### src/hw/rtl/cfe_pkg.sv
// Shared types and constants for the CSV field extractor.
// Used by cfe_parser, cfe_out_buf and csv_field_extractor; no dependencies.
`timescale 1ns / 1ps
`default_nettype none

package cfe_pkg;

    // Configuration port geometry and register indexes.
    localparam int CFG_IDX_W  = 2;
    localparam int CFG_DATA_W = 17;

    localparam logic [CFG_IDX_W-1:0] REG_SEPARATOR   = 2'd0;
    localparam logic [CFG_IDX_W-1:0] REG_FETCH_FIELD = 2'd1;
    localparam logic [CFG_IDX_W-1:0] REG_CAPACITY    = 2'd2;

    // Register reset values.
    localparam logic [7:0]         SEPARATOR_RST   = 8'd44;
    localparam logic signed [16:0] FETCH_FIELD_RST = 17'sd0;
    localparam logic [8:0]         CAPACITY_RST    = 9'd256;

    // Field buffer capacity limit and counter saturation points.
    localparam logic [8:0]  MAX_FIELD_LEN = 9'd256;
    localparam logic [15:0] CNT_MAX       = 16'hFFFF;
    localparam logic [15:0] OFFSET_CAP    = 16'hFFFF;

    // One result transaction.
    typedef struct packed {
        logic        char_valid;
        logic [7:0]  char_out;
        logic [7:0]  char_pos;
        logic        record_done;
        logic [15:0] field_count;
        logic        fetch_ok;
        logic        start_found;
        logic [15:0] start_offset;
    } result_t;

endpackage

`default_nettype wire

### src/hw/rtl/cfe_parser.sv
// Record parser: configuration registers, field tracking state and the
// per-byte result logic. Depends on cfe_pkg.
`timescale 1ns / 1ps
`default_nettype none

module cfe_parser (
    input  wire logic                          clk,
    input  wire logic                          rst_n,
    input  wire logic                          cfg_write_en,
    input  wire logic [cfe_pkg::CFG_IDX_W-1:0] cfg_index,
    input  wire logic [cfe_pkg::CFG_DATA_W-1:0] cfg_data,
    input  wire logic                          accept,
    input  wire logic [7:0]                    char_byte,
    input  wire logic                          end_of_text,
    output cfe_pkg::result_t                   result
);

    typedef enum logic [1:0] {
        PH_INIT = 2'd0,
        PH_ACC  = 2'd1,
        PH_SEP  = 2'd2
    } phase_t;

    // Configuration registers.
    logic [7:0]         separator_reg;
    logic signed [16:0] fetch_field_reg;
    logic [8:0]         capacity_reg;

    // Record state.
    phase_t      phase_reg, phase_next;
    logic [15:0] field_number_reg, field_number_next;
    logic [8:0]  char_index_reg, char_index_next;
    logic [15:0] fields_seen_reg, fields_seen_next;
    logic [15:0] byte_offset_reg, byte_offset_next;
    logic [15:0] start_pos_reg, start_pos_next;
    logic        start_seen_reg, start_seen_next;
    logic        field_complete_reg, field_complete_next;
    logic        overflow_err_reg, overflow_err_next;

    // Helper terms for the current byte.
    logic        in_field;
    logic        is_sep;
    logic        is_term;
    logic        fetch_match;
    logic [8:0]  cap;
    logic [8:0]  idx_inc;
    logic [8:0]  pos;
    logic [15:0] fields_inc;
    logic [15:0] number_inc;
    logic [15:0] offset_inc;

    assign in_field    = (phase_reg == PH_ACC);
    assign is_sep      = (char_byte == separator_reg);
    assign is_term     = end_of_text || is_sep;
    assign fetch_match = !fetch_field_reg[16] && (fetch_field_reg[15:0] == field_number_reg);
    assign cap         = (capacity_reg > cfe_pkg::MAX_FIELD_LEN) ? cfe_pkg::MAX_FIELD_LEN
                                                                 : capacity_reg;
    assign idx_inc     = (char_index_reg < cfe_pkg::MAX_FIELD_LEN) ? char_index_reg + 9'd1
                                                                   : char_index_reg;
    assign pos         = in_field ? idx_inc : 9'd0;
    assign fields_inc  = (fields_seen_reg < cfe_pkg::CNT_MAX) ? fields_seen_reg + 16'd1
                                                              : fields_seen_reg;
    assign number_inc  = (field_number_reg < cfe_pkg::CNT_MAX) ? field_number_reg + 16'd1
                                                               : field_number_reg;
    assign offset_inc  = (byte_offset_reg < cfe_pkg::OFFSET_CAP) ? byte_offset_reg + 16'd1
                                                                 : byte_offset_reg;

    // Next state and result for one accepted byte or end marker.
    always_comb
    begin
        phase_next          = phase_reg;
        field_number_next   = field_number_reg;
        char_index_next     = char_index_reg;
        fields_seen_next    = fields_seen_reg;
        byte_offset_next    = byte_offset_reg;
        start_pos_next      = start_pos_reg;
        start_seen_next     = start_seen_reg;
        field_complete_next = field_complete_reg;
        overflow_err_next   = overflow_err_reg;
        result              = '0;

        if (accept)
        begin
            // A new field starts whenever we are not inside one.
            if (!in_field)
            begin
                fields_seen_next = fields_inc;
            end

            // Place a character or the terminator of the fetched field.
            if (fetch_match)
            begin
                if (pos == 9'd0)
                begin
                    start_pos_next  = byte_offset_reg;
                    start_seen_next = 1'b1;
                end
                if (pos < cap)
                begin
                    if (is_term)
                    begin
                        field_complete_next = 1'b1;
                    end
                    else
                    begin
                        result.char_valid = 1'b1;
                        result.char_out   = char_byte;
                        result.char_pos   = pos[7:0];
                    end
                end
                else
                begin
                    overflow_err_next = 1'b1;
                end
            end

            if (end_of_text)
            begin
                // Report the record, then clear for the next one.
                result.record_done  = 1'b1;
                result.field_count  = fields_seen_next;
                result.fetch_ok     = field_complete_next && !overflow_err_next;
                result.start_found  = start_seen_next;
                result.start_offset = start_seen_next ? start_pos_next : 16'd0;

                phase_next          = PH_INIT;
                field_number_next   = '0;
                char_index_next     = '0;
                fields_seen_next    = '0;
                byte_offset_next    = '0;
                start_pos_next      = '0;
                start_seen_next     = 1'b0;
                field_complete_next = 1'b0;
                overflow_err_next   = 1'b0;
            end
            else
            begin
                if (is_sep)
                begin
                    char_index_next   = '0;
                    field_number_next = number_inc;
                    phase_next        = PH_SEP;
                end
                else
                begin
                    char_index_next = pos;
                    phase_next      = PH_ACC;
                end
                byte_offset_next = offset_inc;
            end
        end
    end

    // State and configuration registers.
    always_ff @(posedge clk or negedge rst_n)
    begin
        if (!rst_n)
        begin
            separator_reg      <= cfe_pkg::SEPARATOR_RST;
            fetch_field_reg    <= cfe_pkg::FETCH_FIELD_RST;
            capacity_reg       <= cfe_pkg::CAPACITY_RST;
            phase_reg          <= PH_INIT;
            field_number_reg   <= '0;
            char_index_reg     <= '0;
            fields_seen_reg    <= '0;
            byte_offset_reg    <= '0;
            start_pos_reg      <= '0;
            start_seen_reg     <= 1'b0;
            field_complete_reg <= 1'b0;
            overflow_err_reg   <= 1'b0;
        end
        else
        begin
            if (cfg_write_en)
            begin
                case (cfg_index)
                    cfe_pkg::REG_SEPARATOR:   separator_reg   <= cfg_data[7:0];
                    cfe_pkg::REG_FETCH_FIELD: fetch_field_reg <= cfg_data;
                    cfe_pkg::REG_CAPACITY:    capacity_reg    <= cfg_data[8:0];
                    default:                  ;
                endcase
            end
            phase_reg          <= phase_next;
            field_number_reg   <= field_number_next;
            char_index_reg     <= char_index_next;
            fields_seen_reg    <= fields_seen_next;
            byte_offset_reg    <= byte_offset_next;
            start_pos_reg      <= start_pos_next;
            start_seen_reg     <= start_seen_next;
            field_complete_reg <= field_complete_next;
            overflow_err_reg   <= overflow_err_next;
        end
    end

    // An end marker always leaves the parser cleared.
    a_end_clears: assert property (@(posedge clk) disable iff (!rst_n)
        accept && end_of_text |=> phase_reg == PH_INIT && fields_seen_reg == 16'd0)
        else $error("record state not cleared after end marker");

    // Leaving the initial phase always counts a field.
    a_phase_counts: assert property (@(posedge clk) disable iff (!rst_n)
        phase_reg != PH_INIT |-> fields_seen_reg != 16'd0)
        else $error("field count zero outside initial phase");

    // Character index is only nonzero inside a field.
    a_index_idle: assert property (@(posedge clk) disable iff (!rst_n)
        phase_reg != PH_ACC |-> char_index_reg == 9'd0)
        else $error("character index nonzero outside a field");

    // A recorded start implies the record is in progress.
    a_start_in_record: assert property (@(posedge clk) disable iff (!rst_n)
        start_seen_reg |-> phase_reg != PH_INIT)
        else $error("field start recorded with no record in progress");

endmodule

`default_nettype wire

### src/hw/rtl/cfe_out_buf.sv
// Two-entry result buffer between the parser and the output channel.
// Depends on cfe_pkg for the result type.
`timescale 1ns / 1ps
`default_nettype none

module cfe_out_buf (
    input  wire logic             clk,
    input  wire logic             rst_n,
    input  wire logic             push,
    input  wire cfe_pkg::result_t push_data,
    output logic                  full,
    output logic                  out_valid,
    input  wire logic             out_stall,
    output cfe_pkg::result_t      out_data
);

    cfe_pkg::result_t mem_reg [2];
    logic             wr_ptr_reg, wr_ptr_next;
    logic             rd_ptr_reg, rd_ptr_next;
    logic [1:0]       count_reg, count_next;
    logic             pop;

    assign full      = (count_reg == 2'd2);
    assign out_valid = (count_reg != 2'd0);
    assign out_data  = mem_reg[rd_ptr_reg];
    assign pop       = out_valid && !out_stall;

    // Pointer and occupancy update.
    always_comb
    begin
        wr_ptr_next = push ? !wr_ptr_reg : wr_ptr_reg;
        rd_ptr_next = pop ? !rd_ptr_reg : rd_ptr_reg;
        count_next  = count_reg + {1'b0, push} - {1'b0, pop};
    end

    always_ff @(posedge clk or negedge rst_n)
    begin
        if (!rst_n)
        begin
            wr_ptr_reg <= 1'b0;
            rd_ptr_reg <= 1'b0;
            count_reg  <= 2'd0;
        end
        else
        begin
            wr_ptr_reg <= wr_ptr_next;
            rd_ptr_reg <= rd_ptr_next;
            count_reg  <= count_next;
        end
    end

    // Result storage.
    always_ff @(posedge clk)
    begin
        if (push)
        begin
            mem_reg[wr_ptr_reg] <= push_data;
        end
    end

    // A pushed result is visible in the next cycle.
    a_push_visible: assert property (@(posedge clk) disable iff (!rst_n)
        push |=> count_reg != 2'd0)
        else $error("pushed result lost");

    // No push into a full buffer.
    a_no_overfill: assert property (@(posedge clk) disable iff (!rst_n)
        full |-> !push)
        else $error("push into full result buffer");

    // Pointers differ exactly when the buffer holds one entry.
    a_ptr_count: assert property (@(posedge clk) disable iff (!rst_n)
        (wr_ptr_reg != rd_ptr_reg) == (count_reg == 2'd1))
        else $error("buffer pointers disagree with count");

endmodule

`default_nettype wire

### src/hw/rtl/csv_field_extractor.sv
// Top level of the CSV field extractor: parser plus output result buffer.
// Depends on cfe_pkg, cfe_parser and cfe_out_buf.
//
//   Channel   Direction  Handshake              Payload
//   input     in         in_valid / in_stall    char_byte, end_of_text
//   output    out        out_valid / out_stall  char_valid .. start_offset
//   config    in         cfg_write_en           cfg_index, cfg_data
//
// One input transaction is accepted per clock while in_stall is low; its result is
// registered in the result buffer before it appears on the output.
// The two-entry result buffer keeps input flowing while one result waits;
// in_stall rises only when both entries are occupied.
// Reset clears the record state and loads separator 44, fetched field
// number 0 and field capacity 256.
`timescale 1ns / 1ps
`default_nettype none

module csv_field_extractor (
    input  wire logic                           clk,
    input  wire logic                           rst_n,
    input  wire logic                           cfg_write_en,
    input  wire logic [cfe_pkg::CFG_IDX_W-1:0]  cfg_index,
    input  wire logic [cfe_pkg::CFG_DATA_W-1:0] cfg_data,
    input  wire logic                           in_valid,
    output logic                                in_stall,
    input  wire logic [7:0]                     char_byte,
    input  wire logic                           end_of_text,
    output logic                                out_valid,
    input  wire logic                           out_stall,
    output logic                                char_valid,
    output logic [7:0]                          char_out,
    output logic [7:0]                          char_pos,
    output logic                                record_done,
    output logic [15:0]                         field_count,
    output logic                                fetch_ok,
    output logic                                start_found,
    output logic [15:0]                         start_offset
);

    logic             accept;
    logic             buf_full;
    cfe_pkg::result_t parse_result;
    cfe_pkg::result_t out_result;

    assign in_stall = buf_full;
    assign accept   = in_valid && !buf_full;

    // Per-transaction parsing.
    cfe_parser u_parser (
        .clk          (clk),
        .rst_n        (rst_n),
        .cfg_write_en (cfg_write_en),
        .cfg_index    (cfg_index),
        .cfg_data     (cfg_data),
        .accept       (accept),
        .char_byte    (char_byte),
        .end_of_text  (end_of_text),
        .result       (parse_result)
    );

    // Result register and skid storage.
    cfe_out_buf u_out_buf (
        .clk       (clk),
        .rst_n     (rst_n),
        .push      (accept),
        .push_data (parse_result),
        .full      (buf_full),
        .out_valid (out_valid),
        .out_stall (out_stall),
        .out_data  (out_result)
    );

    assign char_valid   = out_result.char_valid;
    assign char_out     = out_result.char_out;
    assign char_pos     = out_result.char_pos;
    assign record_done  = out_result.record_done;
    assign field_count  = out_result.field_count;
    assign fetch_ok     = out_result.fetch_ok;
    assign start_found  = out_result.start_found;
    assign start_offset = out_result.start_offset;

endmodule

`default_nettype wire
### config.mk
export PLATFORM = sky130hd
export DESIGN_NAME = csv_field_extractor
export DESIGN_NICKNAME = d
export VERILOG_FILES = /design/src/hw/rtl/cfe_pkg.sv /design/src/hw/rtl/cfe_parser.sv /design/src/hw/rtl/cfe_out_buf.sv /design/src/hw/rtl/csv_field_extractor.sv
export SDC_FILE = /design/constraint.sdc
export NUM_CORES = 1
export LEC_CHECK = 0
export BUFFER_PORTS_ARGS = -buffer_cell sky130_fd_sc_hd__buf_4
export CAP_MARGIN = 20
export CORE_MARGIN = 2
export CORE_UTILIZATION = 30
export CTS_BUF_LIST = sky130_fd_sc_hd__clkbuf_4
export CTS_CLUSTER_SIZE = 10
export DETAILED_ROUTE_END_ITERATION = 8
export SYNTH_ARGS = -nofsm -noshare
export SYNTH_HDL_FRONTEND = slang
export SYNTH_HIERARCHICAL = 1
export SYNTH_SLANG_ARGS = --single-unit
### constraint.sdc
create_clock -name clk -period 3.4 [get_ports clk]
set_input_delay 0.34 -clock clk [delete_from_list [all_inputs] [get_ports clk]]
set_output_delay 0.34 -clock clk [all_outputs]
set_load 0.02 [all_outputs]
# == Yosys cells after proc, flatten, opt, wreduce, memory -nomap -nowiden ==
# Memory sizes are Yosys's and may differ from the RTL's.
# Index checks and enable logic that the tools add are counted.
# W data, S select, Z words.
# op_classes
n_eq_ne,6
n_reduce_logical,22
bitwise,0
div_mod_pow,0
n_addsub,6
mul,0
n_shift,0
magnitude_cmp,6
n_mux,39
# ops
cell,count
$mux W16,12
$mux W52,1
$mux W17,3
$add A16 B1 Y16 const B,3
$lt A16 B16 Y1 const B,3
$mux W9,5
$mux W35,1
$eq A16 B16 Y1,1
$mux W1,15
$add A9 B1 Y9 const B,1
$gt A9 B9 Y1 const B,1
$logic_not A9 Y1,1
$lt A9 B9 Y1,1
$lt A9 B9 Y1 const B,1
$eq A8 B8 Y1,1
$reduce_and A2 Y1,4
$reduce_bool A2 Y1,4
$logic_not A1 Y1,6
$eq A2 B1 Y1 const B,2
$eq A2 B2 Y1 const B,2
$logic_and A1 B1 Y1,4
$mux W2,2
$reduce_and A3 Y1,1
$add A2 B1 Y2,1
3 further kinds,3
# totals
memories,1
word_cells,95
ramBits,104
latchBits,0
rom_bits,0
output_inout_bits,54
register_bits,116
# mem_list
name,words,width,rd,rd_clocked_by_memory_dff,wr,line_no,text
u_out_buf.mem_reg,2,52,1,0,1,cfe_out_buf.sv:17,cfe_pkg::result_t mem_reg [2];

# == Depth between registers and ports, before layout ==
# Gate-level depths: netlist of run 1.
# depth
word_depth,11
depth_mapped,13
depth_no_buf,11

# == Modules after synthesis ==
# The synthesis of run 1 kept the hierarchy.
# by_module_without_submodules
mod,area_per_inst_um2,cells_per_inst,seq_area_each_um2,n_inst
cfe_parser,6840.3,732,2807.7,1
cfe_out_buf,4207.8,180,3223.1,1
csv_field_extractor,13.8,1,0.0,1

# == Worst setup path after synthesis of run 1 ==
# Ideal clock, no wire load.
# synth_path
path_kind,register to register
startpoint,reg u_out_buf.count_reg[1]
endpoint,"mem u_out_buf/mem_reg[0][0] in the netlist's numbering, enable pin"
stages_incl_launch_ff,4
path_buffers,0
setup_slack_ns,-0.206
arrival_time_ns,3.138
period_less_slack_ns,3.606
cell_sequence,dfrtp_1 > nor2b_1 > nor2b_4 > nor2b_1
# synth_via
elab_chain_len,5
# synth_lines
item,line_no,text
start: declaration,cfe_out_buf.sv:20,"logic [1:0] count_reg, count_next;"
start signal: assignment,cfe_out_buf.sv:48,count_reg <= count_next;
$eq A2 B2 Y1,cfe_out_buf.sv:23,assign full = (count_reg == 2'd2);
net in_stall,csv_field_extractor.sv:25,"output logic in_stall,"
$logic_not A1 Y1,csv_field_extractor.sv:46,assign accept = in_valid && !buf_full;
$logic_and A1 B1 Y1,csv_field_extractor.sv:46,
net accept,csv_field_extractor.sv:40,logic accept;
$mux W1,cfe_out_buf.sv:55,if (push)
$mux W1 (implied by the code),cfe_out_buf.sv:57,mem_reg[wr_ptr_reg] <= push_data;
end: declaration,cfe_out_buf.sv:17,
# The timed path passes the listed nets, and every way through them passes these cells.

==> reports/summary.md, run 1 <==
After synthesis, flip-flops and latches occupy 54.5% of the total area. Entering global routing, the biggest net connects 51 pins. VDD sags by at most 276 µV. The flip-flop count of the largest register, all copies and words added was 104. The overall die height was 196 µm; the final count of negative-setup-slack endpoints was 0. For the post-synth design cell area, the log shows 0.0111 mm². The synthesized net count was 960; the wire length of the first global-routing pass was 42.1 mm. In this run the biggest area consumer among cell types represents 28.2% of the synthesized area. Based on the critical path, the design can be clocked at up to 326 MHz. The horizontal extent of the die came out at 196 µm. Buffers placed on the I/O ports in this run total 86. By area the synthesized netlist is led by edfxtp_1, dfrtp_1, mux2_4, mux2_2, xnor2_1.

The predominant post-synthesis flop cell was dfrtp_1. Overall power consumption after layout is estimated at 9.56 mW. For the worst flop-to-flop path, the logic depth is 12.

Setup repair after global routing left no endpoint under its margin. Summing over every cut layer, the via total after detailed routing is 7,740. The critical path startpoint category is a register. For the number of antenna violations at the first check in global routing, the log shows 0. Setup TNS: 0 ns. The critical path starts at u_parser/char_index_reg[2]$_DFFE_PN0P_. The tree is rooted in a clkbuf_4.

The tools report the worst flop-to-flop path startpoint as u_parser/char_index_reg[2]$_DFFE_PN0P_. At the placement stage, the worst setup path has a slack of 0.324 ns. The run gives 27 as the hold buffer count at CTS.

The number of iterations in the first detailed-routing pass is 4, and the number of top-level pins is 87. The run gives 1,100 as the final net count. TritonCTS built the clock tree.

The logs give 0 for the DRC violation count after routing and 2 for the deepest level of the CTS H-tree. The area growth from synthesis to layout is 20.2%. Summed over all layers, the global routing overflow is 0. The synthesized netlist devotes 12.7% of its cell area to simple gates. The cell leakage power was 5.39 nW. Of all cell types, the one taking the most synthesized area is edfxtp_1. The tools report the effective utilization at floorplan as 30.4%. Counting the fill cells in the layout gives 3,591.

The logs give 0.328 ns for the post-route worst setup slack and 6 for the count of warnings emitted by yosys. Detailed placement ended at an HPWL of 17.1 mm. Summing all flip-flop and latch instances after layout gives 0.00603 mm². By count the netlist is led by dfrtp_1, edfxtp_1, nor2_1. The run gives 7,948 as the number of global-route vias before repair. The die covers 0.0384 mm².

The count of pins over their slew limit was 0; the shortest clock period the worst path allows after layout was 3.07 ns. Traced cell by cell, the critical path runs through and4b_1 -> nand3_1 -> xor2_1 -> nor2_1 -> ha_1 -> a21o_1 -> a21o_1 -> a21o_1 -> a21oi_1 -> o2111a_1 -> buf_4 -> and2_1. The synthesis-stage register bit count works out to 220. Standard cell with the maximum stage delay on the critical path: dfrtp_1.

After floorplanning, the core was sized to cover 0.0364 mm². The number of clock buffers added by TritonCTS is 59. A synthesized cell averages 12.1 µm². Along the worst path, the maximum fanout reaches 11. The highest cell delay on the worst timing path was 0.49 ns; the detail-routed via count per cell was 4.93. The congestion estimate from routability-driven global placement came to 0.820.

The portion of synthesized area spent on multiplexers is 11.3%. Clock-pin slew was measured on the worst setup and hold paths at 0.06 ns. 0 antenna diodes ended up in the layout.

Cell with the most instances after synthesis: dfrtp_1. The floorplan row count was 70. The proportion of synthesized flip-flops having asynchronous set or reset came out at 52.7%. The post-CTS setup repair buffer count is 0, and the max-capacitance violation count is 0. For the worst setup path, the data required time is 3.92 ns. Final number of hold-violating endpoints: 0.

For the worst setup path, the data arrival time is 3.60 ns. For the area of the multi-input gates, the log shows 0.00459 mm². The critical path ends at u_out_buf/mem_reg[1][43]$_DFFE_PP_.

For the final database, setup skew stands at 0.0983 ns. The count of mapped cells out of synthesis is 913. Compound-gate portion of the synthesized area: 10.4%. The main combinational cell family by area after synthesis is simple AND/OR/NAND/NOR gates.

The longest clock path from root to sink contains 3 buffers. The worst slew slack as a fraction of its limit was 45.0%. Counting every sink on the clock net gives 220. The path class of the lowest-slack min-delay path was in -> reg. Type of the worst setup path: reg -> reg.

After Yosys synthesis, XOR and XNOR cells account for 5.46% of the synthesized area. In this design, the critical path's most frequently occurring cell is a21o_1. Of the total synthesized cell area, the portion taken by full adders, half adders and majority gates is 1.58%.

The clock latency at the later pin of the worst-skew pair is 0.74 ns, and the register-to-register setup slack is 0.33 ns. The total power per unit cell area works out to 719 mW/mm². For the pin with the worst max-slew slack, the measured transition is 0.814 ns. In this run the remaining antenna-violating nets after routing total 0. In the final layout, the share of cells above drive strength 1 is 29.3%. The detailed router's first-iteration violation count is 481, and the number of distinct library cells after synthesis is 66. The final layout contains routed wiring with a total length of 25.9 mm.

The share of the cycle needed by the critical path after routing was 90.4%; the average detailed-routed wire length per instance was 16.5 µm. The reg-to-reg endpoint is u_out_buf/mem_reg[1][43]$_DFFE_PP_. For the global-route total usage across every layer, the log shows 13.6%. The nature of the critical path endpoint was a register.

The worst hold-check slack is 0.116 ns. Gates resized during post-CTS repair numbered 0. The number of synthesized flops with an enable pin works out to 104. The flow ran to the end, and the final reports show no timing, DRC or antenna violations.
## routing by layer
layer	global-route usage [%]	routed length, µm	up-vias
met2	23.6	12800	179
met5	0	0	-
met4	4.38	477	0
met3	2.70	1150	50
li1	-	-	3698
met1	17.1	11500	3813
## stage by stage
stage	utilization, %	std cells	instance area [µm²]
global route	36.5	1570	13300
floorplan	-	913	11100
CTS	36.5	1570	13300
global placement	33.5	1433	12200
detailed placement	33.5	1433	12200
finish	36.5	1570	13300
## how the worst min path moves through the flow
| stage | startpoint | slack [ns] | cells past startpoint | to |
|---|---|---|---|---|
| 4_1_cts | in_valid | 0.06 | 3 | u_out_buf/wr_ptr_reg$_DFFE_PN0P_ |
| 2_1_floorplan | rst_n | 0.04 | 0 | u_out_buf/count_reg[0]$_DFF_PN0_ |
| 5_1_grt | in_valid | 0.07 | 3 | u_out_buf/wr_ptr_reg$_DFFE_PN0P_ |
| 3_5_place_dp | rst_n | 0.38 | 1 | u_parser/fetch_field_reg[6]$_DFFE_PN0P_ |
| 3_3_place_gp | rst_n | 0.38 | 1 | u_parser/fetch_field_reg[7]$_DFFE_PN0P_ |
| 6_report | in_valid | 0.12 | 3 | u_out_buf/wr_ptr_reg$_DFFE_PN0P_ |
## worst max-delay path, delay by kind of cell, from the launching register on
family | cells | cell delay [ns]
xor+xnor | 1 | 0.16
buf+inv | 1 | 0.17
compound gates | 5 | 1.06
flops | 1 | 0.49
simple gates | 4 | 0.77
fa+ha+maj | 1 | 0.28
## layout make-up
| class | instances | share of cell area [%] |
|---|---|---|
| Clock buffer | 97 | 5.48 |
| Clock inverter | 13 | 0.649 |
| Inverter | 31 | 0.875 |
| Multi-Input combinational cell | 602 | 34.6 |
| Sequential cell | 220 | 45.4 |
| Tap cell | 468 | 4.40 |
| Timing Repair Buffer | 139 | 8.64 |
## logic make-up after synthesis
group,Yosys count
AO/OA/AOI/OAI,154
XOR/XNOR,69
adder cells (fa/ha/maj),14
buffers and inverters,91
flip-flops,220
multiplexers,96
AND/OR/NAND/NOR,269
## report_power, final
part	internal, mW	leakage [nW]	switching (mW)
registers	3.46	2.47	0.464
logic	1.47	2.43	1.72
clock network	1.36	0.487	1.10
total	6.28	5.39	3.28
## layout by cell type (no fill, tap or decap), drive strengths merged, types with 5 or more instances in the layout
cell type and instances:
mux2i 8, a31oi 8, nand4 16, o2bb2ai 9, nor2b 10, o21ai 9
clkbuf 97, and2 19, mux2 88, dlygate4sd3 27, o22ai 5, a21oi 33
nand2 47, a22o 7, and4 7, o211ai 32, nand2b 6, xnor2 38
o311ai 14, nand3 38, a21o 5, dfrtp 112, nor3 16, and3 10
clkinv 13, ha 14, buf 112, nor2 63, nor4 18, edfxtp 104
inv 30, xor2 31
No activity file was read; power rests on OpenSTA's default activity.
==> run 2, diff against run 1 <==
CORE_ASPECT_RATIO = 1.25   (was unset)
clock period = 2.9 ns   (was 3.4 ns; I/O delays follow)
==> reports/summary.md, run 2 (synthesized netlist as in run 1, its figures left out) <==
The run finished, with violations left. The final reports fail on negative setup slack. The wire length of the first global-routing pass was 41.7 mm (was 42.1 mm). The flip-flop count of the largest register, all copies and words added was 104 (unchanged); the post-detailed-placement cell area was 0.0124 mm² (was 0.0122 mm²).

The tools report the start point of the critical path as u_parser/char_index_reg[8]$_DFFE_PN0P_ (was u_parser/char_index_reg[2]$_DFFE_PN0P_). The area used by sequential logic in the layout was 0.00603 mm² (unchanged); the final number of hold-violating endpoints was 0 (unchanged). The nature of the critical path endpoint was a register (unchanged).

The run gives 0.0135 mm² (was 0.0133 mm²) as the final cell area excluding filler cells. Count of fill cells added during filler insertion: 3,563 (was 3,591). The type of the worst setup path was reg -> reg (unchanged). Critical path startpoint category: a register (unchanged). For the remaining antenna violation count after routing, the log shows 0 (unchanged).

The run gives 0.879 (was 0.820) as the placer congestion estimate. The path class of the lowest-slack min-delay path is in -> reg (unchanged). The number of input and output port buffers inserted is 86 (unchanged). The most frequent standard cell in the layout excluding fill and tap cells is buf_4 (was dfrtp_1). The run gives 13.6% (about the same) as the global-route total usage across every layer. The run gives 1 (was 0) as the number of antenna violations at the first check in global routing. The tools report the maximum number of pins on one net before global-route repair as 56 (was 51).

Required time of the critical path: 3.46 ns (was 3.92 ns). The logs give 418 (was 481) for the detailed router's first-iteration violation count and 0 (unchanged) for the total global routing overflow. The logs give 37.1% (was 36.5%) for the share of the core filled with cells in the final layout and 0.0363 mm² (was 0.0364 mm²) for the floorplan core area.

Commonest cells after routing, fill and taps aside: buf_4, dfrtp_1, edfxtp_1 (was dfrtp_1, buf_4, edfxtp_1). The clock latency at the later pin of the worst-skew pair was 0.71 ns (was 0.74 ns). The number of sinks on the clock net came out at 220 (unchanged). For the number of iterations in the first detailed-routing pass, the log shows 5 (was 4).

The final net count came out at 1,116 (was 1,100). The cell leakage power is 5.45 nW (was 5.39 nW), and the floorplan die area is 0.0384 mm² (about the same). The tools report the effective utilization at floorplan as 30.5% (was 30.4%).

TritonCTS built the clock tree. Deepest level of the CTS H-tree: 2 (unchanged). The clock tree root buffer cell was clkbuf_4 (unchanged).

The share of the cycle needed by the critical path after routing was 101% (was 90.4%); the worst hold-check slack was 0.0759 ns (was 0.116 ns). The detailed-route via count was 7,843 (was 7,740). For the number of top-level pins, the log shows 87 (unchanged).

Horizontal extent of the die: 176 µm (was 196 µm). The post-DP HPWL came out at 17.2 mm (was 17.1 mm). The tools report the setup TNS as -0.0580 ns (was 0 ns). The post-route worst setup slack is -0.0253 ns (was 0.328 ns), and the shortest clock period the worst path allows after layout is 2.93 ns (was 3.07 ns). The largest vdd supply drop was 371 µV (was 276 µV). The DRC violation count after routing is 0 (unchanged), and the timing-limited maximum frequency is 342 MHz (was 326 MHz). The run gives 11.3 mW (was 9.56 mW) as the sum of internal, switching and leakage power.

The average detailed-routed wire length per instance was 16.3 µm (was 16.5 µm). The logs give 0 (unchanged) for the count of pins over their slew limit and 0.00462 mm² (was 0.00459 mm²) for the area of the multi-input gates. The worst setup skew after layout came out at 0.0370 ns (was 0.0983 ns).

The peak fanout along the critical path was 7 (was 11); the max-capacitance violation count was 0 (unchanged). Worst flop-to-flop path startpoint: u_parser/char_index_reg[8]$_DFFE_PN0P_ (was u_parser/char_index_reg[2]$_DFFE_PN0P_). The tools report the number of buffers on the longest clock path as 3 (unchanged). Detail-routed via count per cell: 4.91 (was 4.93). The worst slew slack as a fraction of its limit is 46.3% (was 45.0%), and the share of cells above drive strength 1 is 29.3% (about the same).

Overall die height: 219 µm (was 196 µm). Startpoint of the most critical hold path: in_valid (unchanged). The total wire length was 26.1 mm (was 25.9 mm).

The clock-pin slew of the registers on the worst-case setup and hold paths is 0.08 ns (was 0.06 ns). The transition time at the pin with the least slew margin came out at 0.802 ns (was 0.814 ns). Number of global-route vias before repair: 8,101 (was 7,948). The logs give 78 (was 70) for the floorplan row count and 55 (was 59) for the total CTS buffers. The register-to-register setup slack is -0.03 ns (was 0.33 ns), and the total power per unit cell area is 836 mW/mm² (was 719 mW/mm²). The area added between synthesis and finish is 21.9% (was 20.2%), and the final count of negative-setup-slack endpoints is 6 (was 0). The arrival time of data at the critical path endpoint is 3.49 ns (was 3.60 ns).
## run 2: worst paths after layout
path                                                       endpoint  depth (start not counted)
min in group asynchronous     u_parser/separator_reg[4]$_DFFE_PN0P_                          2
max in group asynchronous  u_parser/fetch_field_reg[12]$_DFFE_PN0P_                          3
max                              u_out_buf/mem_reg[1][35]$_DFFE_PP_                         12
min reg2reg                       u_parser/phase_reg[0]$_DFFE_PN0P_                          1
max reg2reg                      u_out_buf/mem_reg[1][35]$_DFFE_PP_                         12
min                          u_parser/char_index_reg[6]$_DFFE_PN0P_                          4
## run 2: critical path, stage by stage (launching register included)
cell,delay (ns)
dfrtp_1,0.43
and4b_1,0.32
nand3_1,0.11
xor2_1,0.16
nor2_1,0.19
ha_1,0.28
a21o_1,0.16
a21o_1,0.18
a21o_1,0.19
a21oi_2,0.15
o2111a_1,0.27
buf_6,0.14
and3_4,0.18
## run 2: layout make-up
cell class	count	share of cell area [%]
inverters	31	0.863
flip-flops and latches	220	44.8
repair buffers	159	9.89
clock buffers	73	4.06
clock inverters	31	1.69
well taps	480	4.45
diodes	1	0.0186
multi-input cells	602	34.3
## run 2: metrics by stage
stage,setup slack (ns),cells
after floorplan,0.0422,913
after global placement,0.0966,1460
after detailed placement,0.0491,1460
after CTS,0.00613,1592
after global routing,-0.109,1597
final,-0.0253,1597
## run 2: metal layers
layer | vias up | track usage (%) | share of wire [%]
met2 | 218 | 24.4 | 52
li1 | 3722 | - | -
met1 | 3839 | 15.5 | 40
met5 | - | 0 | 0
met3 | 64 | 2.87 | 5.1
met4 | 0 | 6.34 | 3.2
## run 2: repair_timing
item / CTS / global route
resized for setup: 0 / 8
hold endpoints to repair: 102 / 0
setup buffers: 0 / 4
hold buffers: 28 / 0
endpoints found under the setup margin: 0 / 38
## run 2: power by group
| group | internal (mW) | leakage [nW] | switching [mW] |
|---|---|---|---|
| combinational | 1.81 | 2.54 | 2.05 |
| clock | 1.54 | 0.438 | 1.31 |
| sequential | 4.05 | 2.47 | 0.517 |
| total | 7.40 | 5.45 | 3.87 |
